**src/hdl/odometry_frame_to_centre_pose_assert.svh**
```systemverilog
// ----------------------------------------------------------------------------
// Odometry frame to centre pose assertion macros
// Concurrent checks, sampled on clk_i and held off during reset.
// ----------------------------------------------------------------------------
`ifndef ODOMETRY_FRAME_TO_CENTRE_POSE_ASSERT_SVH
`define ODOMETRY_FRAME_TO_CENTRE_POSE_ASSERT_SVH

// Plain check of a property on every clock edge out of reset.
`define OFCP_ASSERT(lbl, prop, msg) \
  lbl: assert property (@(posedge clk_i) disable iff (!rst_ni) (prop)) else $error(msg);

// Implication check: when cond holds, res must hold in the same cycle.
`define OFCP_ASSERT_IMP(lbl, cond, res, msg) \
  lbl: assert property (@(posedge clk_i) disable iff (!rst_ni) (cond) |-> (res)) \
    else $error(msg);

`endif

```
**src/hdl/ofcp_pkg.sv**
```systemverilog
// ----------------------------------------------------------------------------
// Odometry frame to centre pose package
// Shared types, register codes, reset values and CORDIC constants.
// ----------------------------------------------------------------------------
package ofcp_pkg;

  localparam int unsigned CORDIC_STEPS_DEF = 24;
  localparam int unsigned ADDR_W = 5;

  localparam logic [31:0] POS_SCALE_RST  = 32'd1310720000;
  localparam logic [31:0] HDG_SCALE_RST  = 32'd411775;
  localparam logic [31:0] VEL_SCALE_RST  = 32'd655360000;
  localparam logic [31:0] RATE_SCALE_RST = 32'd4575277;

  localparam logic signed [32:0] Q28_PI      = 33'sd843314857;
  localparam logic signed [32:0] Q28_TWO_PI  = 33'sd1686629713;
  localparam logic signed [32:0] Q28_HALF_PI = 33'sd421657428;
  localparam logic signed [33:0] GAIN_Q30    = 34'sd652032874;

  // Bound on the CORDIC magnitude, unit vector plus a few LSB of drift.
  localparam logic signed [31:0] UNIT_BOUND  = 32'sd1073741888;

  localparam logic signed [31:0] ATAN_Q28 [32] = '{
    32'sd210828714, 32'sd124459457, 32'sd65760959, 32'sd33381290, 32'sd16755422,
    32'sd8385879, 32'sd4193963, 32'sd2097109, 32'sd1048571, 32'sd524287,
    32'sd262144, 32'sd131072, 32'sd65536, 32'sd32768, 32'sd16384, 32'sd8192,
    32'sd4096, 32'sd2048, 32'sd1024, 32'sd512, 32'sd256, 32'sd128, 32'sd64,
    32'sd32, 32'sd16, 32'sd8, 32'sd4, 32'sd2, 32'sd1, 32'sd0, 32'sd0, 32'sd0
  };

  typedef enum logic [2:0] {
    REG_POS_SCALE  = 3'd0,
    REG_HDG_SCALE  = 3'd1,
    REG_VEL_SCALE  = 3'd2,
    REG_RATE_SCALE = 3'd3,
    REG_MOUNT_YAW  = 3'd4,
    REG_LEVER_X    = 3'd5,
    REG_LEVER_Y    = 3'd6
  } reg_idx_e;

  typedef struct packed {
    logic [31:0]        pos_scale;
    logic [31:0]        hdg_scale;
    logic [31:0]        vel_scale;
    logic [31:0]        rate_scale;
    logic signed [30:0] mount_yaw;
    logic signed [31:0] lever_x;
    logic signed [31:0] lever_y;
  } cfg_t;

endpackage

```
**src/hdl/ofcp_cfg_regs.sv**
```systemverilog
// ----------------------------------------------------------------------------
// Odometry frame to centre pose configuration registers
// APB-style register file holding scales, mounting yaw and lever arm.
// ----------------------------------------------------------------------------
module ofcp_cfg_regs import ofcp_pkg::*; (
  input  logic              clk_i,
  input  logic              rst_ni,
  input  logic              psel,
  input  logic              penable,
  input  logic              pwrite,
  input  logic [ADDR_W-1:0] paddr,
  input  logic [31:0]       pwdata,
  output logic [31:0]       prdata,
  output logic              pready,
  output cfg_t              cfg_o
);

  cfg_t     cfg_q;
  reg_idx_e idx;
  logic     wr_en;

  assign idx    = reg_idx_e'(paddr[ADDR_W-1:2]);
  assign wr_en  = psel && penable && pwrite && pready;
  assign pready = 1'b1;
  assign cfg_o  = cfg_q;

  always_ff @(posedge clk_i or negedge rst_ni) begin
    if (!rst_ni) begin
      cfg_q.pos_scale  <= POS_SCALE_RST;
      cfg_q.hdg_scale  <= HDG_SCALE_RST;
      cfg_q.vel_scale  <= VEL_SCALE_RST;
      cfg_q.rate_scale <= RATE_SCALE_RST;
      cfg_q.mount_yaw  <= '0;
      cfg_q.lever_x    <= '0;
      cfg_q.lever_y    <= '0;
    end else if (wr_en) begin
      case (idx)
        REG_POS_SCALE:  cfg_q.pos_scale  <= pwdata;
        REG_HDG_SCALE:  cfg_q.hdg_scale  <= pwdata;
        REG_VEL_SCALE:  cfg_q.vel_scale  <= pwdata;
        REG_RATE_SCALE: cfg_q.rate_scale <= pwdata;
        REG_MOUNT_YAW:  cfg_q.mount_yaw  <= $signed(pwdata[30:0]);
        REG_LEVER_X:    cfg_q.lever_x    <= $signed(pwdata);
        REG_LEVER_Y:    cfg_q.lever_y    <= $signed(pwdata);
        default: ;
      endcase
    end
  end

  always_comb begin
    case (idx)
      REG_POS_SCALE:  prdata = cfg_q.pos_scale;
      REG_HDG_SCALE:  prdata = cfg_q.hdg_scale;
      REG_VEL_SCALE:  prdata = cfg_q.vel_scale;
      REG_RATE_SCALE: prdata = cfg_q.rate_scale;
      REG_MOUNT_YAW:  prdata = {cfg_q.mount_yaw[30], cfg_q.mount_yaw};
      REG_LEVER_X:    prdata = cfg_q.lever_x;
      REG_LEVER_Y:    prdata = cfg_q.lever_y;
      default:        prdata = '0;
    endcase
  end

endmodule

```
**config.mk**
```make
export PLATFORM = sky130hd
export DESIGN_NAME = ofcp_cfg_regs
export DESIGN_NICKNAME = d
export VERILOG_FILES = /design/src/hdl/odometry_frame_to_centre_pose_assert.svh /design/src/hdl/ofcp_pkg.sv /design/src/hdl/ofcp_cfg_regs.sv
export SDC_FILE = /design/constraint.sdc
export NUM_CORES = 1
export LEC_CHECK = 0
export BUFFER_PORTS_ARGS = -buffer_cell sky130_fd_sc_hd__buf_2
export CORE_AREA = 5 5 179 181
export DETAILED_ROUTE_END_ITERATION = 10
export DIE_AREA = 0 0 184 186
export PLACE_DENSITY = 0.58
export SETUP_SLACK_MARGIN = 0.02
export SYNTH_ARGS = -nofsm -noshare
export SYNTH_HDL_FRONTEND = slang
export SYNTH_SLANG_ARGS = --single-unit
```
**constraint.sdc**
```tcl
create_clock -name clk_i -period 4.17 [get_ports clk_i]
set_input_delay 0.834 -clock clk_i [delete_from_list [all_inputs] [get_ports clk_i]]
set_output_delay 0.834 -clock clk_i [all_outputs]
set_load 0.01 [all_outputs]
```
### Word-level counts from Yosys, hierarchy flattened

Cells that the tools add are included.

* register bits: 223
* bits in latches: 0
* bits in writable memories: 0
* bits in read-only memories: 0
* input bits: 42
* output and inout port bits: 256
* logic and storage cells: 24
* memories kept: 0

* add/subtract/negate cells: 0
* multiply operators: 0
* divide/modulo/power cells: 0
* $lt $le $gt $ge: 0
* eq/ne operators: 6
* shift operators: 0
* mux-type cells: 1
* bitwise logic cells: 0
* reduce and logical (&&, ||, !) cells: 10

Operators with widths (number)
* $pmux 32 s7: 1
* $reduce_and 2->1: 7
* $eq 3x3->1 const B: 3
* $eq 3x2->1 const B: 2
* $eq 3x1->1 const B: 1
* $logic_not 3->1: 1
* $logic_and 1x1->1: 2

### Depth between registers and ports, before layout

Gate-level depths: netlist of the first run.

* word-level depth: 3
* mapped depth: 6
* mapped depth without buffers: 3

### Worst setup path after synthesis of the first run

No wires, ideal clock.

* path type: input to output
* from: input paddr[3]
* to: output prdata[30]
* data arrival time: 2.017 ns
* required time: 3.336 ns
* slack: 1.319 ns
* stages: 6
* buffers on the path: 4
* path through: buf_2 -> buf_2 -> buf_2 -> buf_1 -> o21a_1 -> o21ai_0

* cells in the longest elaborated chain, start to end: 2
* elaborated cells on any way between the ends: 8
* those cells by class: eq/ne: 6; mux: 1; reduce/logical: 1

RTL lines
* start: declaration: line ofcp_cfg_regs.sv:11 `input logic [ADDR_W-1:0] paddr,`
* $eq 3x3->1, or another cell as far along: line ofcp_cfg_regs.sv:51 `case (idx)`
* $pmux 32 s7 (*): line ofcp_cfg_regs.sv:51
* end: declaration: line ofcp_cfg_regs.sv:13 `output logic [31:0] prdata,`

Every way passes the cells marked *; elsewhere a longest branch is shown, timed or not.

### Worst setup path in the final report of the first run

* from: input paddr[4]
* to: output prdata[13]

The elaborated chain is that of the path after synthesis.

==> results of run 1 <==
[cell type report]
type                    instances  share of cell area
repair buffers                320              0.1299
clock buffers                  41             0.06128
clock inverters                 6            0.007870
inverters                       1           0.0002811
well taps                     396             0.03710
multi-input cells             463              0.3428
flip-flops and latches        223              0.4208
[power by group through the flow]
stage / clock, mW / combinational (mW) / sequential, mW
after floorplan: 0 / 0.716 / 3.15
after global placement: 0 / 1.70 / 2.99
after detailed placement: 0 / 1.72 / 3.01
after CTS: 2.49 / 1.72 / 2.98
after global routing: 2.59 / 1.84 / 3.04
final: 2.43 / 1.69 / 2.97
[layout by cell type (no fill, tap or decap), types with 2 or more instances in the layout]
cell,n
buf_2,290
mux2_2,203
dfrtp_1,192
mux2i_1,48
dfstp_2,31
o21a_1,30
mux2_4,30
clkbuf_16,27
buf_4,25
nand2_1,18
o221ai_1,17
nand3_1,16
nand3b_1,14
a22oi_1,14
and2_1,13
a32oi_1,13
o211ai_1,13
clkbuf_8,9
mux2_1,8
nor2_4,5
clkbuf_1,5
buf_12,4
bufinv_16,3
clkinv_2,3
nor2b_1,2
nand4b_1,2
or3_2,2
[through the flow]
step	utilization	std cells	hold WS [ps]	power [mW]	cell area, sq um
floorplan	-	746	538.4	3.862	10440
global placement	0.4107	1403	486.6	4.689	12430
detailed placement	0.4107	1403	502.1	4.727	12430
CTS	0.4412	1450	420.3	7.191	13350
global route	0.4412	1450	437.9	7.464	13350
finish	0.4412	1450	365.5	7.093	13350
[final timing paths]
check | start | end | slack (ps) | cells past startpoint
setup reg to reg | cfg_o[106] | cfg_o[106] | 3350 | 1
max in group asynchronous | rst_ni | cfg_o[164] | 2810 | 2
min in group clk_i | cfg_o[135] | cfg_o[135] | 520 | 1
hold / removal | rst_ni | cfg_o[200] | 370 | 1
hold reg to reg | cfg_o[135] | cfg_o[135] | 520 | 1
setup / recovery | paddr[4] | prdata[13] | 780 | 7
[routing by layer]
layer	GRT usage	wire [um]	vias to the layer above
met1	0.2555	14420	3857
met4	0.04732	748	2
met2	0.3026	15340	246
met3	0.05042	2708	53
met5	0	11	-
li1	-	-	3349
[logic make-up after synthesis]
family,after synthesis
buf+inv,60
other cells,1
flops,223
mux,290
compound gates,92
simple gates,80
==> reports/results.tsv, run 1 <==
metric	value	unit
CP Cell Sequence	buf_4, buf_4, nor2b_2, buf_4, nand2_1, o221ai_1, buf_2	
Worst-Margin Slew	907.8	ps
Post-DRT Antenna Nets	0	
CP max-delay cell	buf_4	
die width	184	um
largest net degree at the start of global routing	114	
complex-gate fraction of the synthesized area	0.06964	
TNS Setup	0	ps
total gr overflow	0	
Area Growth Syn to Fin	27.93	%
power per cell area	531.2	mW/mm^2
top-count cell post-synth	mux2_2	
Clock transition at path regs	60	ps
maximum VDD drop	0.0003534	V
worst slew margin relative to its limit	0.3948	
clock root cell	clkbuf_16	
Filler cells	2894	
vias post-DR	7507	
die area	0.03422	sq mm
1st-iter DRT viols	344	
FP Rows	64	
async set-reset flop share out of synthesis	1.000	
GP Congestion	0.7772	
CP delay by family, top	buffers and inverters	
TritonCTS buffer count	26	
number of flip-flops in the largest register	223	
startpoint class of the critical path	primary input	
required time of the critical path	3340	ps
worst setup slack after layout	777.6	ps
Hold Buf Count CTS	0	
Hold/Removal Path Class	in2async	
Post-synth EDFFs	0	
synthesized instance count	746	
hpwl dp	22070	um
port bufs	294	
post-synthesis mux area share	0.3190	
Synth area leader	dfrtp_1	
CP dominant cell by count	buf_4	
status	finished, final reports clean	
die height	186	um
Adder-Cell Fraction of Synth Area	0	
Worst path max stage delay	480	ps
critical path type	in2out	
Mean Syn Cell Area	13.99	sq um
Crit Path Max Fanout	54	
Ports	298	
critical path endpoint category	primary output	
Peak Freq	0.2948	GHz
drt wl/cell	22.92	um
wire length of the first global-routing pass	50250	um
DR pass1 iterations	4	
Switch Pwr	2.092	mW
number of synthesized register bits	223	
Worst-Skew Late Latency	520	ps
initial antenna violation count	1	
DRC viols	0	
post-synth top area share	0.4603	
Pleak	6.539	nW
yosys warns	0	
CTS tree	yes	
crit share post-route	0.8135	
Commonest cells post-synth	mux2_2 (203), dfrtp_1 (192), mux2i_1 (48), dfstp_2 (31)	
Clock Power Share	0.343	
Avg Vias per Cell	5.177	
Multi-input gate area	0.004578	sq mm
sequential fraction of the synthesis area	0.5383	
sw frac	0.2949	
Max Slew Vio Count	0	
H-tree depth	1	
Synth cell types	37	
fin crit period	3392	ps
XOR/XNOR Fraction of Synth Area	0	
routed wire length	33230	um
Total Nets Final	1077	
core area	0.03027	sq mm
area share of and/or/nand/nor cells after synthesis	0.04483	
post-synth net total	788	
largest family of logic cells by synthesized area	multiplexers	
clock skew	0	ps
post_cts resized	0	
hold violation count in the final report	0	
Clock Tree Buf Depth	3	
Critical Path AT	2560	ps
Combinational Power Share	0.238	
FF+latch area	0.005619	sq mm
internal power	5.001	mW
sequential power share	0.419	
WP buf/inv	4	
share of cells above drive strength 1	0.6053	
Mapped Area	0.01044	sq mm
gr usage total	0.1885	
RSZ-0062 raised after global routing	no	
max-capacitance violation count	0	
Num Clock Sinks	223	
Initial Util	0.3449	
worst slack, placed	726.6	ps
Post-CTS Setup Inserts	0	
final setup fails	0	
Antenna diodes	0	
vias in the first global route	7851	
Primary FF master, synth	dfrtp_1	
largest cells by area after synthesis	dfrtp_1 (46%), mux2_2 (22%), dfstp_2 (7.8%)	
Note: power is estimated with default switching activity, not from simulation.
==> run 2: changes to the inputs <==
==> constraint.sdc (replaced) <==
create_clock -name clk_i -period 3.4 [get_ports clk_i]
set_input_delay 0.68 -clock clk_i [delete_from_list [all_inputs] [get_ports clk_i]]
set_output_delay 0.68 -clock clk_i [all_outputs]
set_load 0.01 [all_outputs]
==> reports/results.tsv, run 2 (synthesized netlist as in run 1, its figures left out) <==
metric	value	unit	change
vias in the first global route	7774		was 7,851
area post-placement	0.01256	sq mm	was 0.01243 sq mm
initial antenna violation count	1		unchanged
Num Clock Sinks	223		unchanged
Peak Freq	0.3488	GHz	
clock root cell	clkbuf_16		unchanged
critical path endpoint category	primary output		unchanged
die area	0.03422	sq mm	unchanged
Total Nets Final	1086		was 1,077
final non-filler cell total	1459		was 1,450
GP Congestion	0.8134		was 0.7772
internal power	5.988	mW	was 5.001 mW
Antenna diodes	0		unchanged
Post-DRT Antenna Nets	0		unchanged
Filler cells	2898		was 2,894
Placed Cells	1412		was 1,403
Max Slew Vio Count	0		unchanged
CP dominant cell by count	buf_4		unchanged
most frequent cells in the layout	buf_2 (290), mux2_2 (203), dfrtp_1 (192)		unchanged
Critical Path AT	2190	ps	was 2560 ps
Hold/Removal Path Class	in2async		unchanged
number of flip-flops in the largest register	223		unchanged
Area Growth Syn to Fin	28.56	%	was 27.93%
wire length of the first global-routing pass	49610	um	was 50,250 um
hold violation count in the final report	0		unchanged
clock skew	0	ps	unchanged
startpoint class of the critical path	primary input		unchanged
port bufs	294		unchanged
post_cts resized	0		unchanged
TritonCTS buffer count	26		unchanged
sw frac	0.2975		was 0.2949
1st-iter DRT viols	365		was 344
post-route cell area	0.01342	sq mm	was 0.01335 sq mm
hold_ws	234.8	ps	was 365.5 ps
core area	0.03027	sq mm	unchanged
vias post-DR	7469		was 7,507
DRC viols	0		unchanged
power per cell area	635.2	mW/mm^2	was 531.2 mW/mm^2
sequential power share	0.428		was 0.419
drt wl/cell	22.44	um	was 22.92 um
Worst-Margin Slew	817.0	ps	was 907.8 ps
RSZ-0062 raised after global routing	no		unchanged
Clock Tree Buf Depth	3		unchanged
TNS Setup	0	ps	unchanged
Avg Vias per Cell	5.119		was 5.177
worst slew margin relative to its limit	0.4553		was 0.3948
DR pass1 iterations	4		unchanged
fin crit period	2867	ps	
Hold Buf Count CTS	0		unchanged
Clock transition at path regs	60	ps	about the same
CP max-delay cell	buf_4		unchanged
FP Rows	64		unchanged
Post-CTS Setup Inserts	0		unchanged
largest net degree at the start of global routing	104		was 114
status	finished, final reports clean		unchanged
crit share post-route	0.8432		
gr usage total	0.1859		was 0.1885
max-capacitance violation count	0		unchanged
most common cell after layout, fill and taps aside	buf_2		unchanged
Switch Pwr	2.536	mW	was 2.092 mW
Crit Path Max Fanout	22		was 54
Initial Util	0.3449		unchanged
routed wire length	32740	um	was 33,230 um
final setup fails	0		unchanged
Combinational Power Share	0.245		was 0.238
required time of the critical path	2720	ps	was 3340 ps
Finished Core Util	0.4434		was 0.4412
die height	186	um	unchanged
Worst path max stage delay	410	ps	was 480 ps
hpwl dp	22580	um	was 22,070 um
total gr overflow	0		unchanged
critical path type	in2out		unchanged
Ports	298		unchanged
Worst-Skew Late Latency	520	ps	about the same
die width	184	um	unchanged
Pleak	6.583	nW	was 6.539 nW
H-tree depth	1		unchanged
CP Cell Sequence	buf_4, buf_4, mux2i_1, o21a_1, o221ai_1, buf_2		was buf_4, buf_4, nor2b_2, buf_4, nand2_1, o221ai_1, buf_2
Clock Power Share	0.327		was 0.343
share of cells above drive strength 1	0.6058		was 0.6053
CTS tree	yes		unchanged
maximum VDD drop	0.0005128	V	was 0.0003534 V
==> run 2: cell type report <==
type / instances / area (sq um) / area share
well taps: 396 / 495.5 / 0.03692
multi-input cells: 463 / 4578 / 0.3411
flip-flops and latches: 223 / 5619 / 0.4187
clock inverters: 7 / 85.08 / 0.006340
repair buffers: 329 / 1864 / 0.1389
clock buffers: 40 / 774.5 / 0.05771
inverters: 1 / 3.754 / 0.0002797
==> run 2: layer usage <==
layer  up-vias  wire (um)  GRT usage
met4         2        903    0.05028
met2       234      15050     0.2938
li1       3372          -          -
met3        53       2280    0.04573
met1      3808      14490     0.2567
met5         -         11          0
==> run 2: power groups by stage <==
| stage | combinational [mW] | sequential (mW) | clock (mW) |
|---|---|---|---|
| finish | 2.09 | 3.65 | 2.79 |
| global route | 2.26 | 3.72 | 3.00 |
| floorplan | 0.878 | 3.86 | 0 |
| CTS | 2.12 | 3.65 | 2.89 |
| global placement | 2.10 | 3.67 | 0 |
| detailed placement | 2.12 | 3.69 | 0 |
==> run 2: stage by stage <==
step           setup WS [ps]  total power [mW]
4_1_cts                519.5             8.660
3_5_place_dp           525.5             5.807
2_1_floorplan          857.4             4.737
5_1_grt                459.9             8.987
6_report               533.0             8.524
3_3_place_gp           529.6             5.764
==> run 2: critical path, delay by kind of cell <==
family                 cells  cell delay, ps
AO/OA/AOI/OAI              2             420
buffers and inverters      3             910
multiplexers               1             160
==> run 2: path summary, 6_finish.rpt <==
check,startpoint,endpoint,slack [ps],depth (start not counted)
hold / removal,rst_ni,cfg_o[200],230,1
setup / recovery,paddr[3],prdata[15],530,6
max in group asynchronous,rst_ni,cfg_o[170],2320,2
min in group clk_i,pwdata[31],cfg_o[222],480,2
setup reg to reg,cfg_o[94],cfg_o[94],2580,1
hold reg to reg,cfg_o[54],cfg_o[54],510,1
==> run 3: changes to the inputs <==
==> constraint.sdc (replaced) <==
create_clock -name clk_i -period 2.87 [get_ports clk_i]
set_input_delay 0.574 -clock clk_i [delete_from_list [all_inputs] [get_ports clk_i]]
set_output_delay 0.574 -clock clk_i [all_outputs]
set_load 0.01 [all_outputs]
==> reports/results.tsv, run 3 (synthesized netlist as in run 1, its figures left out) <==
metric	value	unit	change
status	finished, violations left		was finished, final reports clean
violated checks	hold timing		
hold violation count in the final report	3		was 0
clock skew	0	ps	unchanged
critical path endpoint category	primary output		unchanged
crit share post-route	0.9295		
Worst path max stage delay	910	ps	was 410 ps
Area Growth Syn to Fin	27.50	%	was 28.56%
gr usage total	0.1895		was 0.1859
Num Clock Sinks	223		unchanged
Total Nets Final	1087		was 1,086
startpoint class of the critical path	primary input		unchanged
worst setup slack after layout	202.2	ps	was 533.0 ps
Post-DRT Antenna Nets	0		unchanged
required time of the critical path	2300	ps	was 2720 ps
Avg Vias per Cell	5.138		was 5.119
clock root cell	clkbuf_16		unchanged
H-tree depth	1		unchanged
initial antenna violation count	2		was 1
total gr overflow	0		unchanged
CTS tree	yes		unchanged
core area	0.03027	sq mm	unchanged
Multi-input gate area	0.004578	sq mm	unchanged
FF+latch area	0.005619	sq mm	unchanged
Worst-Skew Late Latency	520	ps	about the same
largest net degree at the start of global routing	72		was 104
TNS Setup	0	ps	unchanged
routed wire length	33160	um	was 32,740 um
Filler cells	2924		was 2,898
Crit Path Max Fanout	16		was 22
worst slack, placed	53.43	ps	was 525.5 ps
most frequent cells in the layout	buf_2 (290), mux2_2 (203), dfrtp_1 (192)		unchanged
RSZ-0062 raised after global routing	no		unchanged
Post-CTS Setup Inserts	0		unchanged
Finished Core Util	0.4397		was 0.4434
CP Cell Sequence	buf_4, nor2b_2, nand2_1, o221ai_1, buf_2		was buf_4, buf_4, mux2i_1, o21a_1, o221ai_1, buf_2
1st-iter DRT viols	370		was 365
GP Congestion	0.7888		was 0.8134
wire length of the first global-routing pass	50470	um	was 49,610 um
final setup fails	0		unchanged
Clock transition at path regs	60	ps	about the same
Ports	298		unchanged
DRC viols	0		unchanged
die area	0.03422	sq mm	unchanged
Pwr Total	9.851	mW	was 8.524 mW
post_cts resized	0		unchanged
die width	184	um	unchanged
Hold Buf Count CTS	0		unchanged
CP max-delay cell	nor2b_2		was buf_4
port bufs	294		unchanged
Clock Tree Buf Depth	3		unchanged
Hold/Removal Path Class	in2async		unchanged
Critical Path AT	2090	ps	was 2190 ps
most common cell after layout, fill and taps aside	buf_2		unchanged
worst slew margin relative to its limit	0.2520		was 0.4553
Pleak	6.524	nW	was 6.583 nW
FP Rows	64		unchanged
maximum VDD drop	0.0004523	V	was 0.0005128 V
power per cell area	740.2	mW/mm^2	was 635.2 mW/mm^2
drt wl/cell	22.69	um	was 22.44 um
Peak Freq	0.3748	GHz	
share of cells above drive strength 1	0.6034		was 0.6058
Max Slew Vio Count	0		unchanged
TritonCTS buffer count	26		unchanged
DR pass1 iterations	4		unchanged
vias post-DR	7506		was 7,469
number of flip-flops in the largest register	223		unchanged
max-capacitance violation count	0		unchanged
reg2reg setup slack	2060	ps	was 2580 ps
vias in the first global route	7747		was 7,774
Initial Util	0.3449		unchanged
Worst-Margin Slew	1117	ps	was 817.0 ps
critical path type	in2out		unchanged
hpwl dp	22560	um	was 22,580 um
fin crit period	2668	ps	
die height	186	um	unchanged
hold_ws	-9.945	ps	was 234.8 ps
==> run 3: worst paths after layout <==
kind	end	depth (start not counted)	startpoint
max	prdata[15]	5	paddr[2]
min	cfg_o[193]	1	rst_ni
max reg2reg	cfg_o[94]	1	cfg_o[94]
min reg2reg	cfg_o[135]	1	cfg_o[135]
max in group asynchronous	cfg_o[173]	2	rst_ni
min in group clk_i	cfg_o[166]	2	pwdata[7]
==> run 3: metal layers <==
metal	part of all wire	track usage	vias to the layer above
li1	-	-	3370
met1	0.44	0.2640	3854
met3	0.071	0.04319	44
met4	0.025	0.05353	2
met5	0.00033	0	-
met2	0.46	0.2982	236
==> run 3: layout make-up <==
cell class,count,area share
timing repair buffer,330,0.1369
inverter,1,0.0002820
antenna,1,0.0001880
clock buffer,41,0.05612
multi-input combinational,463,0.3440
sequential,223,0.4222
clock inverter,6,0.003102
tap,396,0.03723
==> run 3: critical path: cells and delay by family <==
family                 cells  cell delay, ps
AND/OR/NAND/NOR            2            1020
AO/OA/AOI/OAI              1             150
buffers and inverters      2             340
==> run 3: power by group <==
part | switching (mW) | internal (mW)
clock | 1.29 | 1.78
sequential | 0.496 | 3.83
combinational | 1.22 | 1.24
==> run 3: stage by stage <==
stage	hold slack [ps]	std cells	instance area, sq um
floorplan	278.4	746	10440
global placement	486.8	1413	12520
detailed placement	493.9	1413	12520
CTS	5.539	1460	13310
global route	14.32	1461	13310
finish	-9.945	1461	13310
